[src/rtl/core/lpd_pkg.sv]
// Shared constants for the lidar scan packet deframer.
package lpd_pkg;

	localparam int MAX_SAMPLES = 64;
	localparam int IDX_W = $clog2(MAX_SAMPLES);
	localparam int CNT_W = $clog2(MAX_SAMPLES + 1);

	localparam int BYTE_W = 8;
	localparam int WORD_W = 16;
	localparam int ANGLE_W = 15;

	localparam logic [BYTE_W-1:0] SYNC_BYTE0 = 8'hAA;
	localparam logic [BYTE_W-1:0] SYNC_BYTE1 = 8'h55;

endpackage

[src/rtl/core/lpd_byte_if.sv]
// Serial byte channel: valid/ready with one received byte.
interface lpd_byte_if;
	logic                          valid;
	logic                          ready;
	logic [lpd_pkg::BYTE_W-1:0]    rx_byte;

	modport source (output valid, output rx_byte, input ready);
	modport sink   (input valid, input rx_byte, output ready);
endinterface

[src/rtl/core/lpd_sample_if.sv]
// Sample channel: valid/ready with one decoded distance sample and packet info.
interface lpd_sample_if;
	logic                          valid;
	logic                          ready;
	logic [lpd_pkg::WORD_W-1:0]    distance_raw;
	logic [lpd_pkg::ANGLE_W-1:0]   start_angle_raw;
	logic [lpd_pkg::ANGLE_W-1:0]   end_angle_raw;
	logic [lpd_pkg::IDX_W-1:0]     sample_index;
	logic [lpd_pkg::CNT_W-1:0]     sample_total;
	logic                          zero_packet;
	logic [lpd_pkg::WORD_W-1:0]    check_code;
	logic                          last;

	modport source (output valid, output distance_raw, output start_angle_raw,
		output end_angle_raw, output sample_index, output sample_total,
		output zero_packet, output check_code, output last, input ready);
	modport sink (input valid, input distance_raw, input start_angle_raw,
		input end_angle_raw, input sample_index, input sample_total,
		input zero_packet, input check_code, input last, output ready);
endinterface

[src/rtl/core/lpd_sample_ram.sv]
// Sample buffer: one write port, one read port with registered read data.
module lpd_sample_ram (
	input  logic                        clk,
	input  logic                        wr_en,
	input  logic [lpd_pkg::IDX_W-1:0]   wr_addr,
	input  logic [lpd_pkg::WORD_W-1:0]  wr_data,
	input  logic                        rd_en,
	input  logic [lpd_pkg::IDX_W-1:0]   rd_addr,
	output logic [lpd_pkg::WORD_W-1:0]  rd_data
);

	logic [lpd_pkg::WORD_W-1:0] mem [lpd_pkg::MAX_SAMPLES];

	always_ff @(posedge clk) begin
		if (wr_en) begin
			mem[wr_addr] <= wr_data;
		end
	end

	always_ff @(posedge clk) begin
		if (rd_en) begin
			rd_data <= mem[rd_addr];
		end
	end

endmodule

[src/rtl/core/lidar_packet_deframer.sv]
// Scan packet deframer: byte parser, sample buffer and sample read-out.
//
// Usage:
//   rx  : one serial byte per item. Packets are 0xAA 0x55, type, count,
//         start angle, end angle, check code (16-bit LE each), then 16-bit
//         LE distance samples, which are written to the sample buffer.
//   smp : one item per buffered sample, with the packet's angles, check
//         code, zero-packet flag, index, total and a last marker.
//   While parsing, rx takes one byte per cycle. The byte that closes a
//   packet (0xAA after the declared count) starts a read-out of N samples
//   (N up to 64). For each sample the control goes through M_READ, where
//   the single buffer read port reads it, and then M_SHOW, where the
//   registered data is offered; the next sample is read only after the
//   current one is accepted.
//   rx.ready stays low during the read-out; a stall on smp holds the item
//   in place and extends the run. The buffer needs no clearing.
//   Reset (arst_n low) returns the parser to waiting for 0xAA and drops
//   any run in progress.
module lidar_packet_deframer (
	input  logic         clk,
	input  logic         arst_n,
	lpd_byte_if.sink     rx,
	lpd_sample_if.source smp
);

	typedef enum logic [3:0] {
		PH_IDLE, PH_HDR1, PH_HDR2, PH_TYPE, PH_COUNT, PH_SA_LO, PH_SA_HI,
		PH_EA_LO, PH_EA_HI, PH_CC_LO, PH_CC_HI, PH_S_LO, PH_S_HI
	} phase_t;

	typedef enum logic [1:0] {M_PARSE, M_READ, M_SHOW} mode_t;

	localparam logic [lpd_pkg::CNT_W-1:0] MAX_CNT = lpd_pkg::CNT_W'(lpd_pkg::MAX_SAMPLES);

	phase_t                         phase_q;
	mode_t                          mode_q;
	logic [lpd_pkg::CNT_W-1:0]      cnt_q;
	logic [lpd_pkg::CNT_W-1:0]      total_q;
	logic [lpd_pkg::IDX_W-1:0]      idx_q;
	logic [lpd_pkg::BYTE_W-1:0]     decl_q;
	logic [lpd_pkg::BYTE_W-1:0]     lo_q;
	logic [lpd_pkg::ANGLE_W-1:0]    sa_q;
	logic [lpd_pkg::ANGLE_W-1:0]    ea_q;
	logic [lpd_pkg::WORD_W-1:0]     chk_q;
	logic                           zero_q;

	logic                           rx_fire;
	logic                           smp_fire;
	logic [lpd_pkg::BYTE_W-1:0]     ch;
	logic [lpd_pkg::WORD_W-1:0]     word;
	logic                           wr_en;
	logic                           rd_en;
	logic                           is_last;
	logic [lpd_pkg::WORD_W-1:0]     rd_data;

	assign ch       = rx.rx_byte;
	assign word     = {ch, lo_q};
	assign rx.ready = (mode_q == M_PARSE);
	assign rx_fire  = rx.valid && rx.ready;
	assign smp_fire = smp.valid && smp.ready;
	assign wr_en    = rx_fire && (phase_q == PH_S_LO) && (cnt_q < MAX_CNT);
	assign rd_en    = (mode_q == M_READ);
	assign is_last  = ({1'b0, idx_q} + lpd_pkg::CNT_W'(1)) == total_q;

	lpd_sample_ram u_ram (
		.clk     (clk),
		.wr_en   (wr_en),
		.wr_addr (cnt_q[lpd_pkg::IDX_W-1:0]),
		.wr_data (word),
		.rd_en   (rd_en),
		.rd_addr (idx_q),
		.rd_data (rd_data)
	);

	// control
	always_ff @(posedge clk or negedge arst_n) begin
		if (!arst_n) begin
			phase_q <= PH_IDLE;
			mode_q  <= M_PARSE;
			cnt_q   <= '0;
			total_q <= '0;
			idx_q   <= '0;
		end else begin
			case (mode_q)
				M_READ: begin
					mode_q <= M_SHOW;
				end
				M_SHOW: begin
					if (smp.ready) begin
						if (is_last) begin
							mode_q <= M_PARSE;
						end else begin
							idx_q  <= idx_q + lpd_pkg::IDX_W'(1);
							mode_q <= M_READ;
						end
					end
				end
				default: begin
					if (rx_fire) begin
						case (phase_q)
							PH_HDR1: begin
								if (ch == lpd_pkg::SYNC_BYTE1) begin
									phase_q <= PH_HDR2;
								end else begin
									phase_q <= PH_IDLE;
									cnt_q   <= '0;
								end
							end
							PH_HDR2:  phase_q <= PH_TYPE;
							PH_TYPE:  phase_q <= PH_COUNT;
							PH_COUNT: phase_q <= PH_SA_LO;
							PH_SA_LO: phase_q <= PH_SA_HI;
							PH_SA_HI: phase_q <= PH_EA_LO;
							PH_EA_LO: phase_q <= PH_EA_HI;
							PH_EA_HI: phase_q <= PH_CC_LO;
							PH_CC_LO: phase_q <= PH_CC_HI;
							PH_CC_HI: begin
								cnt_q   <= '0;
								phase_q <= PH_S_LO;
							end
							PH_S_LO: begin
								if (cnt_q < MAX_CNT) begin
									cnt_q   <= cnt_q + lpd_pkg::CNT_W'(1);
									phase_q <= PH_S_HI;
								end else begin
									phase_q <= PH_IDLE;
									cnt_q   <= '0;
								end
							end
							PH_S_HI: begin
								if ({1'b0, cnt_q} >= decl_q) begin
									if (ch == lpd_pkg::SYNC_BYTE0) begin
										total_q <= cnt_q;
										idx_q   <= '0;
										mode_q  <= M_READ;
										phase_q <= PH_HDR1;
									end else begin
										phase_q <= PH_IDLE;
									end
									cnt_q <= '0;
								end else if (cnt_q >= MAX_CNT) begin
									phase_q <= PH_IDLE;
									cnt_q   <= '0;
								end else begin
									phase_q <= PH_S_LO;
								end
							end
							default: begin
								phase_q <= (ch == lpd_pkg::SYNC_BYTE0) ? PH_HDR1 : PH_IDLE;
								cnt_q   <= '0;
							end
						endcase
					end
				end
			endcase
		end
	end

	// packet fields
	always_ff @(posedge clk) begin
		if (rx_fire) begin
			case (phase_q)
				PH_HDR2:  zero_q <= ch[0];
				PH_TYPE:  decl_q <= ch;
				PH_SA_LO: sa_q   <= word[lpd_pkg::WORD_W-1:1];
				PH_EA_LO: ea_q   <= word[lpd_pkg::WORD_W-1:1];
				PH_CC_LO: chk_q  <= word;
				PH_COUNT, PH_SA_HI, PH_EA_HI, PH_CC_HI, PH_S_HI: lo_q <= ch;
				default: ;
			endcase
		end
	end

	assign smp.valid           = (mode_q == M_SHOW);
	assign smp.distance_raw    = rd_data;
	assign smp.start_angle_raw = sa_q;
	assign smp.end_angle_raw   = ea_q;
	assign smp.sample_index    = idx_q;
	assign smp.sample_total    = total_q;
	assign smp.zero_packet     = zero_q;
	assign smp.check_code      = chk_q;
	assign smp.last            = is_last;

`ifndef SYNTHESIS
	a_no_rx_during_run: assert property (@(posedge clk) disable iff (!arst_n)
		smp.valid |-> !rx.ready)
		else $error("byte taken during sample read-out");

	a_cnt_bound: assert property (@(posedge clk) disable iff (!arst_n)
		cnt_q <= MAX_CNT)
		else $error("sample count beyond buffer depth");

	a_index_in_run: assert property (@(posedge clk) disable iff (!arst_n)
		smp.valid |-> ({1'b0, idx_q} < total_q))
		else $error("sample index outside packet total");

	a_last_ends_run: assert property (@(posedge clk) disable iff (!arst_n)
		(smp_fire && smp.last) |=> (rx.ready && !smp.valid))
		else $error("read-out did not end after last sample");

	a_read_then_show: assert property (@(posedge clk) disable iff (!arst_n)
		(smp_fire && !smp.last) |=> (!smp.valid ##1 smp.valid))
		else $error("next sample not presented after buffer read");
`endif

endmodule
[src/flat_wrapper.sv]
// flat-port wrapper written by rule: the top's interface ports become plain ports
module lidar_packet_deframer_flat 
  (clk, arst_n, rx_valid, rx_rx_byte, rx_ready, smp_valid, smp_distance_raw, smp_start_angle_raw, smp_end_angle_raw, smp_sample_index, smp_sample_total, smp_zero_packet, smp_check_code, smp_last, smp_ready);
  lpd_byte_if rx_i ();
  lpd_sample_if smp_i ();
  input  logic clk;
  input  logic arst_n;
  input wire logic [$bits(rx_i.valid)-1:0] rx_valid;
  input wire logic [$bits(rx_i.rx_byte)-1:0] rx_rx_byte;
  output wire logic [$bits(rx_i.ready)-1:0] rx_ready;
  output wire logic [$bits(smp_i.valid)-1:0] smp_valid;
  output wire logic [$bits(smp_i.distance_raw)-1:0] smp_distance_raw;
  output wire logic [$bits(smp_i.start_angle_raw)-1:0] smp_start_angle_raw;
  output wire logic [$bits(smp_i.end_angle_raw)-1:0] smp_end_angle_raw;
  output wire logic [$bits(smp_i.sample_index)-1:0] smp_sample_index;
  output wire logic [$bits(smp_i.sample_total)-1:0] smp_sample_total;
  output wire logic [$bits(smp_i.zero_packet)-1:0] smp_zero_packet;
  output wire logic [$bits(smp_i.check_code)-1:0] smp_check_code;
  output wire logic [$bits(smp_i.last)-1:0] smp_last;
  input wire logic [$bits(smp_i.ready)-1:0] smp_ready;
  assign rx_i.valid = rx_valid;
  assign rx_i.rx_byte = rx_rx_byte;
  assign rx_ready = rx_i.ready;
  assign smp_valid = smp_i.valid;
  assign smp_distance_raw = smp_i.distance_raw;
  assign smp_start_angle_raw = smp_i.start_angle_raw;
  assign smp_end_angle_raw = smp_i.end_angle_raw;
  assign smp_sample_index = smp_i.sample_index;
  assign smp_sample_total = smp_i.sample_total;
  assign smp_zero_packet = smp_i.zero_packet;
  assign smp_check_code = smp_i.check_code;
  assign smp_last = smp_i.last;
  assign smp_i.ready = smp_ready;
  lidar_packet_deframer u_core (.clk(clk), .arst_n(arst_n), .rx(rx_i), .smp(smp_i));
endmodule
[config.mk]
export PLATFORM = sky130hd
export DESIGN_NAME = lidar_packet_deframer_flat
export DESIGN_NICKNAME = d
export VERILOG_FILES = /design/src/rtl/core/lpd_pkg.sv /design/src/rtl/core/lpd_byte_if.sv /design/src/rtl/core/lpd_sample_if.sv /design/src/rtl/core/lpd_sample_ram.sv /design/src/rtl/core/lidar_packet_deframer.sv /design/src/flat_wrapper.sv
export SDC_FILE = /design/constraint.sdc
export NUM_CORES = 1
export LEC_CHECK = 0
export ABC_AREA = 1
export BUFFER_PORTS_ARGS = -buffer_cell sky130_fd_sc_hd__buf_2
export CAP_MARGIN = 30
export CORE_MARGIN = 8
export CORE_UTILIZATION = 40
export CTS_BUF_LIST = sky130_fd_sc_hd__clkbuf_2 sky130_fd_sc_hd__clkbuf_4 sky130_fd_sc_hd__clkbuf_8
export DETAILED_ROUTE_END_ITERATION = 12
export GPL_TIMING_DRIVEN = 0
export PLACE_DENSITY = 0.52
export REMOVE_ABC_BUFFERS = 1
export SETUP_SLACK_MARGIN = 0.1
export SLEW_MARGIN = 40
export SYNTH_ARGS = -nofsm -noshare
export SYNTH_HDL_FRONTEND = slang
export SYNTH_SLANG_ARGS = --single-unit
[constraint.sdc]
create_clock -name clk -period 5.2 [get_ports clk]
set_input_delay 0.26 -clock clk [delete_from_list [all_inputs] [get_ports clk]]
set_output_delay 0.26 -clock clk [all_outputs]
set_load 0.05 [all_outputs]
After elaboration in Yosys (flattened, before gate mapping):

Memory sizes are Yosys's and may differ from the RTL's. A register that Yosys moved wholly into a read port is not among the register bits.
Index checks and enable logic that the tools add are counted.

* register bits after elaboration: 89
* latch bits: 0
* bits in writable memories: 1024
* memory bits (read-only): 0
* input bits: 12
* output and inout port bits: 79
* logic and storage cells: 95
* memories kept: 1

Memory list
* u_core.u_ram.mem: words 64, bits a word 16, read ports 1, clocked after Yosys merged registers in 1, write ports 1, RTL line lpd_sample_ram.sv:12 `logic [lpd_pkg::WORD_W-1:0] mem [lpd_pkg::MAX_SAMPLES];`

* add/sub/neg operators: 3
* $mul: 0
* divide/modulo/power cells: 0
* magnitude comparators: 3
* eq/ne operators: 21
* shifts and indexed selects: 0
* muxes and demuxes: 27
* bitwise logic cells: 3
* reduce and logical (&&, ||, !) cells: 26

Operators with widths (count)
* 4-bit one-hot mux with 12 select lines: 1
* 6-bit 2-to-1 mux: 6
* 7-bit 2-to-1 mux: 4
* 7-bit one-hot mux with 4 select lines: 1
* 4-bit equality test, second input constant: 5
* 4-bit by 3-bit equality test with 1-bit output, second input constant: 4
* 5-bit AND reduction: 3
* 2-bit AND reduction: 7
* 2-bit 2-to-1 mux: 6
* 4-bit 2-to-1 mux: 3
* 6-bit one-hot mux with 2 select lines: 1
* 3-bit nonzero test: 4
* 4-bit by 2-bit equality test with 1-bit output, second input constant: 2
* 8-bit by 7-bit equality test with 1-bit output, second input constant: 1
* 8-bit equality test, second input constant: 1
* 7-bit by 8-bit >= comparator with 1-bit output: 1
* 2-bit nonzero test: 4
* 8-bit OR reduction: 1
* 6-bit by 1-bit adder with 7-bit output, second input constant: 1
* 7-bit by 1-bit adder with 7-bit output, second input constant: 1
* 7-bit equality test: 1
* 7-bit >= comparator, second input constant: 1
* 7-bit < comparator, second input constant: 1
* 7-bit AND reduction: 1
* other kinds (14): 22

Logic depth before layout (Yosys ltp):

Gate-level depths: netlist of run 1.

* depth in word-level cells: 6
* gate-level depth with buffers: 14
* depth with buffers taken out: 14

Modules after synthesis:

A second synthesis of run 1 with hierarchy kept.

* cell total of the unflattened synthesis: 3881
* area, all modules: 46169.3 um2

Modules (own cells, without submodules)
* lpd_sample_ram: instances 1, cells each 3517, area an instance 42259.3 um2, sequential area each 31230.0 um2
* lidar_packet_deframer: instances 1, cells each 364, area an instance 3910.0 um2, sequential area each 2542.4 um2

Least setup slack after synthesis of run 1:

OpenSTA, ideal clock, no wires.

* kind: register to register
* start: register u_core.mode_q[0]
* end: register u_core.chk_q (netlist bit u_core.smp.check_code[0]), enable pin
* library setup time: 0.409 ns
* data arrival time: 2.581 ns
* required time: 4.791 ns
* setup slack: 2.210 ns
* cell stages (with the launch flop): 7
* path buffers: 0
* clock period less this slack: 2.990 ns
* path through: dfrtp_1 -> inv_1 -> ha_1 -> nand2_1 -> inv_1 -> nand2_1 -> nor3_1

* word-level cells in the longest chain between the ends: 3

Ends and longest elaborated chain
* start, declared: RTL line lidar_packet_deframer.sv:36 `mode_t mode_q;`
* start signal, assigned: RTL line lidar_packet_deframer.sv:79 `mode_q <= M_PARSE;`
* start signal, assigned: RTL line lidar_packet_deframer.sv:86 `mode_q <= M_SHOW;`
* start signal, assigned: RTL line lidar_packet_deframer.sv:91 `mode_q <= M_PARSE;`
* 2-bit logical NOT: RTL line lidar_packet_deframer.sv:58 `assign rx.ready = (mode_q == M_PARSE);`
* net rx_ready: RTL line flat_wrapper.sv:10 `output wire logic [$bits(rx_i.ready)-1:0] rx_ready;`
* 1-bit logical AND: RTL line lidar_packet_deframer.sv:59 `assign rx_fire = rx.valid && rx.ready;`
* 2-bit AND reduction (no line)
* end signal, assigned: RTL line lidar_packet_deframer.sv:167 `PH_CC_LO: chk_q <= word;`
* end, declared: RTL line lidar_packet_deframer.sv:44 `logic [lpd_pkg::WORD_W-1:0] chk_q;`

The timed path passes the listed nets, and every way through them passes these cells.
A chain may end at the register's enable or synchronous reset.

Worst setup path in the final report of run 1:

* start: register u_core.idx_q (netlist bit u_core.smp.sample_index[0])
* end: output smp_last

* word-level cells in the longest chain between the ends: 2

Ends and longest elaborated chain
* start, declared: RTL line lidar_packet_deframer.sv:39 `logic [lpd_pkg::IDX_W-1:0] idx_q;`
* start signal, assigned: RTL line lidar_packet_deframer.sv:93 `idx_q <= idx_q + lpd_pkg::IDX_W'(1);`
* 6-bit by 1-bit adder with 7-bit output: RTL line lidar_packet_deframer.sv:63 `assign is_last = ({1'b0, idx_q} + lpd_pkg::CNT_W'(1)) == total_q;`
* 7-bit equality test: RTL line lidar_packet_deframer.sv:63
* end, declared: RTL line flat_wrapper.sv:19 `output wire logic [$bits(smp_i.last)-1:0] smp_last;`

No other way between the ends.

==> results of run 1 <==
-- power by group --
group,switching (mW),internal [mW]
Clock,3.54,4.02
Sequential,0.136,10.2
Combinational,4.38,1.72
-- flip-flops by register name, summed over array words and instances, names as in the netlist --
name / flops
u_core.cnt_q: 7
u_core.decl_q: 8
u_core.lo_q: 8
u_core.mode_q: 2
u_core.phase_q: 4
u_core.smp.check_code: 16
u_core.smp.end_angle_raw: 15
u_core.smp.sample_index: 6
u_core.smp.sample_total: 7
u_core.smp.start_angle_raw: 15
u_core.smp.zero_packet: 1
u_core.u_ram.mem: 1024
u_core.u_ram.rd_data: 16
-- cell families (layout without fill, tap and decap cells) --
kind of cell,Yosys count,count (layout)
other,0,2
AOI/OAI and AO/OA,802,802
adders and majority gates,14,14
buffers and inverters,321,693
and+or+nand+nor,1438,1438
xor gates and xnor gates,1,1
DFF,1129,1129
-- cell usage in the layout (no fill, tap or decap), types with 22 or more instances in the layout --
cell type | netlist | final
nor2_4 | 1 | 66
o21ai_0 | 389 | 388
buf_2 | 44 | 83
a21oi_1 | 180 | 179
buf_6 | 3 | 32
clkbuf_4 | 0 | 72
o21ai_1 | 22 | 22
clkbuf_8 | 0 | 190
buf_8 | 0 | 42
nand3_1 | 88 | 85
clkinv_1 | 4 | 44
o22ai_1 | 128 | 128
buf_12 | 0 | 34
a21boi_0 | 80 | 80
nor2_1 | 477 | 412
buf_16 | 0 | 41
edfxtp_1 | 1103 | 1103
nand2_1 | 834 | 830
inv_1 | 103 | 101
-- critical path, cell delays in order (launching register included) --
cell     delay [ns]
dfrtp_4        0.43
buf_12         0.25
buf_12         0.27
buf_12         0.25
buf_12         0.23
inv_8          0.15
buf_16         0.25
buf_16         0.25
buf_16         0.26
o21ai_2        0.27
nand2_1        0.14
nand2_1        0.08
nand2_1        0.09
nor2_2         0.18
and3_1         0.18
buf_2          0.27
-- metrics by stage --
step                instance area, um2  utilization  setup slack (ns)  TNS (ns)
floorplan                        44380            -            -14.98   -353.54
global placement                 46700       0.4151            -44.24  -1068.66
detailed placement               50090       0.4452            0.6063         0
CTS                              53820       0.4784            0.1985         0
global route                     53840       0.4786            0.1410         0
finish                           53840       0.4786            0.3196         0
-- repair_timing --
item                                    4_1_cts  5_1_grt
hold endpoints to repair                    338        0
gates resized for setup                       1        1
hold buffers                                 11        0
setup buffers                                 2        0
endpoints found under the setup margin        1        1
-- path summary, 6_finish.rpt --
path                                                      endpoint                                    from  depth (start not counted)  slack, ns
max                                                       smp_last  u_core.smp.sample_index[0]$_DFFE_PN0P_                         15       0.32
min                                   u_core.mode_q[1]$_DFFE_PN0P_                               smp_ready                          5       0.07
max reg2reg                      u_core.u_ram.rd_data[8]$_DFFE_PN_  u_core.smp.sample_index[0]$_DFFE_PN0P_                         16       0.99
min reg2reg                u_core.smp.start_angle_raw[6]$_DFFE_PP_                u_core.lo_q[7]$_DFFE_PP_                          0       0.48
max in group asynchronous   u_core.smp.sample_index[1]$_DFFE_PN0P_                                  arst_n                          4       4.59
min in group asynchronous            u_core.phase_q[3]$_DFFE_PN0P_                                  arst_n                          4       0.41
-- layer usage --
metal	track usage	up-vias
met4	0.05551	0
met1	0.2797	14510
met5	0	-
li1	-	13650
met2	0.3166	843
met3	0.03878	173
-- Yosys cell counts, types with 2 or more instances --
master	n	area, um2
o21ai_0	389	1947
edfxtp_1	1103	33120
o22ai_1	128	800.8
buf_6	3	33.78
a21oi_1	180	900.9
inv_1	103	386.6
nand3b_1	3	22.52
nand2_1	834	3131
clkbuf_1	111	416.7
buf_4	39	292.8
clkinv_1	4	15.01
ha_1	14	175.2
nand3_1	88	440.4
o21ai_1	22	110.1
a21boi_0	80	600.6
nor2_2	4	25.02
nor4_1	3	18.77
nor2_1	477	1790
inv_2	3	11.26
nor3_1	15	75.07
dfrtp_1	26	650.6
or2_2	3	18.77
buf_1	14	52.55
nand4_2	2	25.02
buf_2	44	220.2
o21a_1	2	15.01
nand4_1	5	31.28
-- cell type report --
class                           instances  area (um2)
Tap cell                             1500        1877
Antenna cell                            2       5.005
Inverter                              110       445.4
Clock inverter                         68       436.7
Fill cell                            9847       58660
Clock buffer                          262        3156
Multi-Input combinational cell       2255       10740
Timing Repair Buffer                  253        3398
Sequential cell                      1129       33790
==> implementation parameters, run 1 <==
Parameter                              Value

Placement
  Final weighted congestion in routability-driven placement ... between 0.7 and 0.8
  Sum of net half-perimeters after detailed placement ... ~78,000 um
  Number of port buffers ... 90
  Total placed cells including tap cells ... between 5,000 and 6,000

STA
  Clock skew ... ~0.037 ns
  Time the worst path needs with I/O delays and setup ... 4.880 ns
  Worst-Margin Slew ... approximately 0.86 ns
  F_max ... 204.9 MHz
  Count of endpoints failing hold in the final timing report ... 0
  Max-slew violations ... 0
  Headroom to the max-slew limit ... 0.4256
  Number of failing setup endpoints in the final timing report ... 0
  Final period utilization ... 0.9385
  Final worst hold slack ... around 0.070 ns
  RSZ-0062 raised after global routing ... false

Drt
  Number of design-rule violations left by the first detailed-router iteration ... 2,445
  Routed WL per cell ... 22.84 um
  Total wire length after detailed routing ... between 100,000 and 150,000 um
  Detailed route wirelength on metal2 ... roughly 59,000 um
  Met1 routed wirelength after detailed routing ... 57,730 um
  Top layer in use ... met4
  Vias per Instance ... ~5.2
  Count of vias placed by the detailed router ... roughly 30,000
  Met3 WL ... 7843 um
  Final routed DRC violation total ... 0
  ANT nets after route ... 0
  Initial DRT Pass Iterations ... 6

Yosys
  Dominant synthesized flop cell ... edfxtp_1
  Compound-Gate Fraction of Synth Area ... 0.09656
  Post-Synthesis Mean Instance Area ... 12.25 um2
  Cells after synthesis ... ~3,700
  Warnings from Yosys ... 0
  Largest family of logic cells by synthesized area ... simple AND/OR/NAND/NOR gates
  Synthesized-area fraction occupied by adder cells ... 0.003859
  Synthesized-area fraction occupied by and/or/nand/nor cells ... 0.1239
  Proportion of register bits with asynchronous set or reset after synthesis ... 0.02303
  Synth cell types ... 33
  Synthesized area ... approximately 45,000 um2
  Sequential fraction of the synthesis area ... 0.7440
  Share of synthesized area spent on multiplexers ... 0
  Post-synthesis xor/xnor area fraction ... 0.0001930
  Number of enable flip-flop cells after synthesis ... approximately 1,100
  Number of flip-flops and latches in the synthesized netlist ... 1,129

Critical path
  Data required time at the worst endpoint ... about 5 ns
  WP data arrival ... 4.62 ns
  Endpoint type of the worst setup path ... output port
  Worst Setup Path Type ... reg -> out
  Maximum fanout encountered on the critical timing path ... a little over 90
  Startpoint kind of the worst setup timing path ... flip-flop

CTS
  Number of sinks driven by the clock tree ... between 1,000 and 1,500
  Deepest level of the CTS H-tree ... 4
  Number of buffers on the longest clock path ... 3
  Register clock-pin slew on the reported worst setup and hold paths ... around 0.060 ns
  Insertion delay of the later-clocked pin in the worst-skew pair ... ~0.85 ns
  Cts bufs inserted ... 188
  CTS tree ... yes
  Clock Tree Root ... clkbuf_8

Worst hold path
  Hold Path Class ... in -> reg

Global route
  Number of global-route vias before repair ... 28,250
  Global-route wire length before repair ... 187,600 um
  Overflow left after global routing ... 0
  All-layer global routing usage ... 0.1992
  Antenna violations before repair ... 2
  Largest net degree at the start of global routing ... 98

Floorplanning
  CORE AREA ... roughly 110,000 um2
  Number of placement rows ... around 120
  Chip Height ... approximately 350 um
  Effective utilization at floorplan ... 0.4035
  Die outline width ... 352.9 um
  Total Die Area ... roughly 120,000 um2
  Io pins ... 91

Final layout
  Count of nets after finishing ... a little under 4,000
  Filler-free cell count of the finished design ... 5,579
  Relative area change from synthesis to final layout ... 18.62%
  Layout cells sized above 1 ... 0.1555

Power
  Largest vdd supply drop ... around 0.3 mV
  Total power divided by cell area ... roughly 450 nW/um2
  Leak pwr ... around 19 nW
  PnR Total Power ... around 24 mW

Run status
  Run status ... complete, no violations

Job
  Maximum capacitance violations ... 0
Note: power is estimated with default switching activity, not from simulation.
==> run 2, diff against run 1 <==
SYNTH_HIERARCHICAL = 1   (was default)
==> run 2 against run 1 <==
Fmax is 16% higher. Non-clock buffer count is 24 higher. Die area rose by 1.6%. Global-route usage fell by 0.47 points. Flip-flop and latch count unchanged. Design area barely moved. Via count increased by 3.1%. Critical path depth is 1 lower. Final cell count up 3.8%. Worst hold slack better by 0.047 ns.
==> implementation parameters, run 2 <==
Parameter                              Value

Run status
  Run status ... complete, no violations

Critical path
  Max stage delay on crit path ... 0.73 ns (+0.30 ns)
  WP data arrival ... 4.73 ns (+0.11 ns)
  Worst path cell trace ... buf_12 > buf_12 > buf_12 > buf_12 > inv_16 > buf_16 > nand2_1 > nand3_1 > nand3_1 > nand2_1 > nand2_1 > nand3_1 > nand3_1 > nand2_1
  Worst Setup Path Type ... reg -> reg
  Endpoint type of the worst setup path ... flip-flop
  Data required time at the worst endpoint ... 5.74 ns (+0.80 ns)
  Startpoint kind of the worst setup timing path ... flip-flop
  Maximum fanout encountered on the critical timing path ... 141 (+53%)
  Worst path slowest cell ... dfrtp_4

Final layout
  Max FFs per register ... 1,024 (unchanged)
  Most common cell after layout, fill and taps aside ... nand2_1
  Biggest register ... u_core/u_ram/mem
  Layout cells sized above 1 ... 0.1542 (-0.001354)
  Relative area change from synthesis to final layout ... 16.56%
  Count of nets after finishing ... 4,145 (+4.6%)
  Fill cell total of the finished layout ... 10,300 (+4.6%)
  Leading cell types in the layout, fill and taps excluded ... nand2_1 (1,376), edfxtp_1 (1,103), nand3_1 (892)
  Core utilization of the finished layout ... 0.4707 (-0.007965)

Yosys
  Dominant synthesized flop cell ... edfxtp_1
  Sequential fraction of the synthesis area ... 0.7315 (-0.01254)
  Proportion of register bits with asynchronous set or reset after synthesis ... 0.02303 (unchanged)
  Cell type with the largest total area after synthesis ... edfxtp_1
  Portion of synthesized cell area occupied by the leading cell type ... 0.7174 (-0.01230)
  Post-Synthesis Mean Instance Area ... 11.90 um2 (-2.9%)
  Cells taking the most area after synthesis ... edfxtp_1 (72%), nand2_1 (11%), nand3_1 (9.7%)
  Synthesized area ... 46,170 um2 (+1.7%)
  Warnings from Yosys ... 6 (+6)
  Cells after synthesis ... 3,881 (+4.8%)
  Post-synth top cells ... nand2_1 (1,376), edfxtp_1 (1,103), nand3_1 (896)
  Synth cell types ... 36 (+9.1%)
  Count leader, synth ... nand2_1
  Number of enable flip-flop cells after synthesis ... 1,103 (unchanged)
  Number of flip-flops and latches in the synthesized netlist ... 1,129 (unchanged)

CTS
  Clock Tree Root ... clkbuf_8
  Post-CTS setup buffer count ... 0 (-2)
  Register clock-pin slew on the reported worst setup and hold paths ... 0.06 ns (about the same)
  Number of sinks driven by the clock tree ... 1,129 (unchanged)
  CTS tree ... yes
  Deepest level of the CTS H-tree ... 4 (unchanged)
  Number of buffers on the longest clock path ... 3 (unchanged)
  Insertion delay of the later-clocked pin in the worst-skew pair ... 0.85 ns (about the same)
  Cts bufs inserted ... 187 (-0.53%)

STA
  Final period utilization ... 0.8060 (-0.1325)
  Count of endpoints failing hold in the final timing report ... 0 (unchanged)
  RSZ-0062 raised after global routing ... false
  Headroom to the max-slew limit ... 0.4282 (+0.002653)
  Time the worst path needs with I/O delays and setup ... 4.191 ns (-0.6892 ns)
  Worst-Margin Slew ... 0.8552 ns (-0.004295 ns)
  Summed negative setup slack over all endpoints ... 0 ns (unchanged)
  Max-slew violations ... 0 (unchanged)
  Number of failing setup endpoints in the final timing report ... 0 (unchanged)
  F_max ... 238.6 MHz (+16%)
  Clock skew ... 0.03865 ns (+0.001157 ns)
  Final worst hold slack ... 0.1167 ns (+0.04676 ns)

Power
  Total power divided by cell area ... 413.8 nW/um2 (-7.2%)
  Leak pwr ... 19.47 nW (+2.0%)
  Largest vdd supply drop ... 0.2922 mV (-1.8%)

Floorplanning
  Total Die Area ... 126,600 um2 (+1.6%)
  Chip Height ... 355.7 um (+0.81%)
  Io pins ... 91 (unchanged)
  Effective utilization at floorplan ... 0.4038 (about the same)
  Die outline width ... 355.7 um (+0.81%)
  Number of placement rows ... 124 (+0.81%)
  CORE AREA ... 114,300 um2 (+1.6%)

Worst hold path
  Hold Path Class ... in -> reg

Drt
  Vias per Instance ... 5.195 (-0.67%)
  ANT nets after route ... 0 (unchanged)
  Number of design-rule violations left by the first detailed-router iteration ... 2,533 (+3.6%)
  Routed WL per cell ... 21.66 um (-5.2%)
  Count of vias placed by the detailed router ... 30,070 (+3.1%)
  Initial DRT Pass Iterations ... 5 (-1)
  Total wire length after detailed routing ... 125,400 um (-1.6%)
  Final routed DRC violation total ... 0 (unchanged)

Job
  Maximum capacitance violations ... 0 (unchanged)

Placement
  Final weighted congestion in routability-driven placement ... 0.8110 (+4.8%)
  Sum of net half-perimeters after detailed placement ... 74,860 um (-4.2%)
  Number of port buffers ... 90 (unchanged)

Global route
  All-layer global routing usage ... 0.1945 (-0.004700)
  Antenna violations before repair ... 2 (unchanged)
  Overflow left after global routing ... 0 (unchanged)
  Largest net degree at the start of global routing ... 142 (+45%)
  Global-route wire length before repair ... 187,100 um (-0.25%)
  Number of global-route vias before repair ... 29,130 (+3.1%)
run 2: cell types whose count changed in the layout (fill, tap and decap cells not counted), sizes merged, moves of 23 or more:
cell / previous run / this run
inv: 111 / 80
nor2: 482 / 93
buf: 243 / 266
nand2: 835 / 1384
o22ai: 128 / 1
a21oi: 181 / 7
nand3: 88 / 898
a21boi: 80 / 1
o21ai: 411 / 24
run 2: critical path, delay by kind of cell (launching register included):
family        cells  cell delay, ns
flops             1            0.73
simple gates      8            1.30
buf+inv           6            1.52
run 2: power by group:
part | total [mW] | internal [mW] | switching [mW] | leakage (nW)
Sequential | 10.3 | 10.1 | 0.160 | 10.2
Clock | 7.48 | 3.95 | 3.53 | 1.90
Combinational | 4.53 | 1.27 | 3.26 | 7.34
run 2: layout make-up:
class | count | area (um2) | share of cell area
clock buffers | 260 | 3122 | 0.05801
multi-input cells | 2457 | 11180 | 0.2078
inverters | 68 | 301.5 | 0.005603
diodes | 2 | 5.005 | 0.00009300
well taps | 1512 | 1892 | 0.03515
clock inverters | 84 | 461.7 | 0.008579
flip-flops and latches | 1129 | 33790 | 0.6279
repair buffers | 277 | 3060 | 0.05687
run 2: routing by layer:
metal | track usage | up-vias | wire (um) | share of wire
met3 | 0.03920 | 205 | 8062 | 0.064
met2 | 0.3042 | 927 | 57710 | 0.46
met5 | 0 | - | 0 | 0
li1 | - | 14160 | - | -
met1 | 0.2701 | 14780 | 55740 | 0.44
met4 | 0.06915 | 0 | 3880 | 0.031
run 2: logic make-up after synthesis:
group,synth area share
simple gates,0.2231
buf+inv,0.03732
flops,0.7315
xor+xnor,0.0001897
compound gates,0.004390
fa+ha+maj,0.003523
run 2: final timing paths:
kind                            cells past startpoint                                      to  slack, ns                                   start
worst max-delay path                               14      u_core/u_ram/rd_data[14]$_DFFE_PP_       1.01  u_core/smp.sample_index[0]$_DFFE_PN0P_
worst min-delay path                                3        u_core/smp.zero_packet$_DFFE_PP_       0.12                                rx_valid
worst max register to register                     14      u_core/u_ram/rd_data[14]$_DFFE_PP_       1.01  u_core/smp.sample_index[0]$_DFFE_PN0P_
worst min register to register                      0       u_core/u_ram/mem[43][0]$_DFFE_PP_       0.52                u_core/lo_q[0]$_DFFE_PP_
max in group asynchronous                           4  u_core/smp.sample_index[4]$_DFFE_PN0P_       4.57                                  arst_n
min in group asynchronous                           4  u_core/smp.sample_total[3]$_DFFE_PN0P_       0.43                                  arst_n
run 2: stage by stage:
| step | instances | setup slack (ns) | area [um2] | power, mW |
|---|---|---|---|---|
| after floorplan | 3654 | -9.012 | 44710 | 13.13 |
| after CTS | 5787 | 1.157 | 53810 | 22.47 |
| after detailed placement | 5431 | 1.171 | 50090 | 14.96 |
| final | 5789 | 1.009 | 53820 | 22.27 |
| after global placement | 5256 | -26.26 | 47060 | 13.12 |
| after global routing | 5789 | 0.8529 | 53820 | 23.37 |
run 2: repair_timing:
action,CTS,global route
gates resized for setup,0,0
hold buffers,12,0
endpoints found under the hold margin,339,0
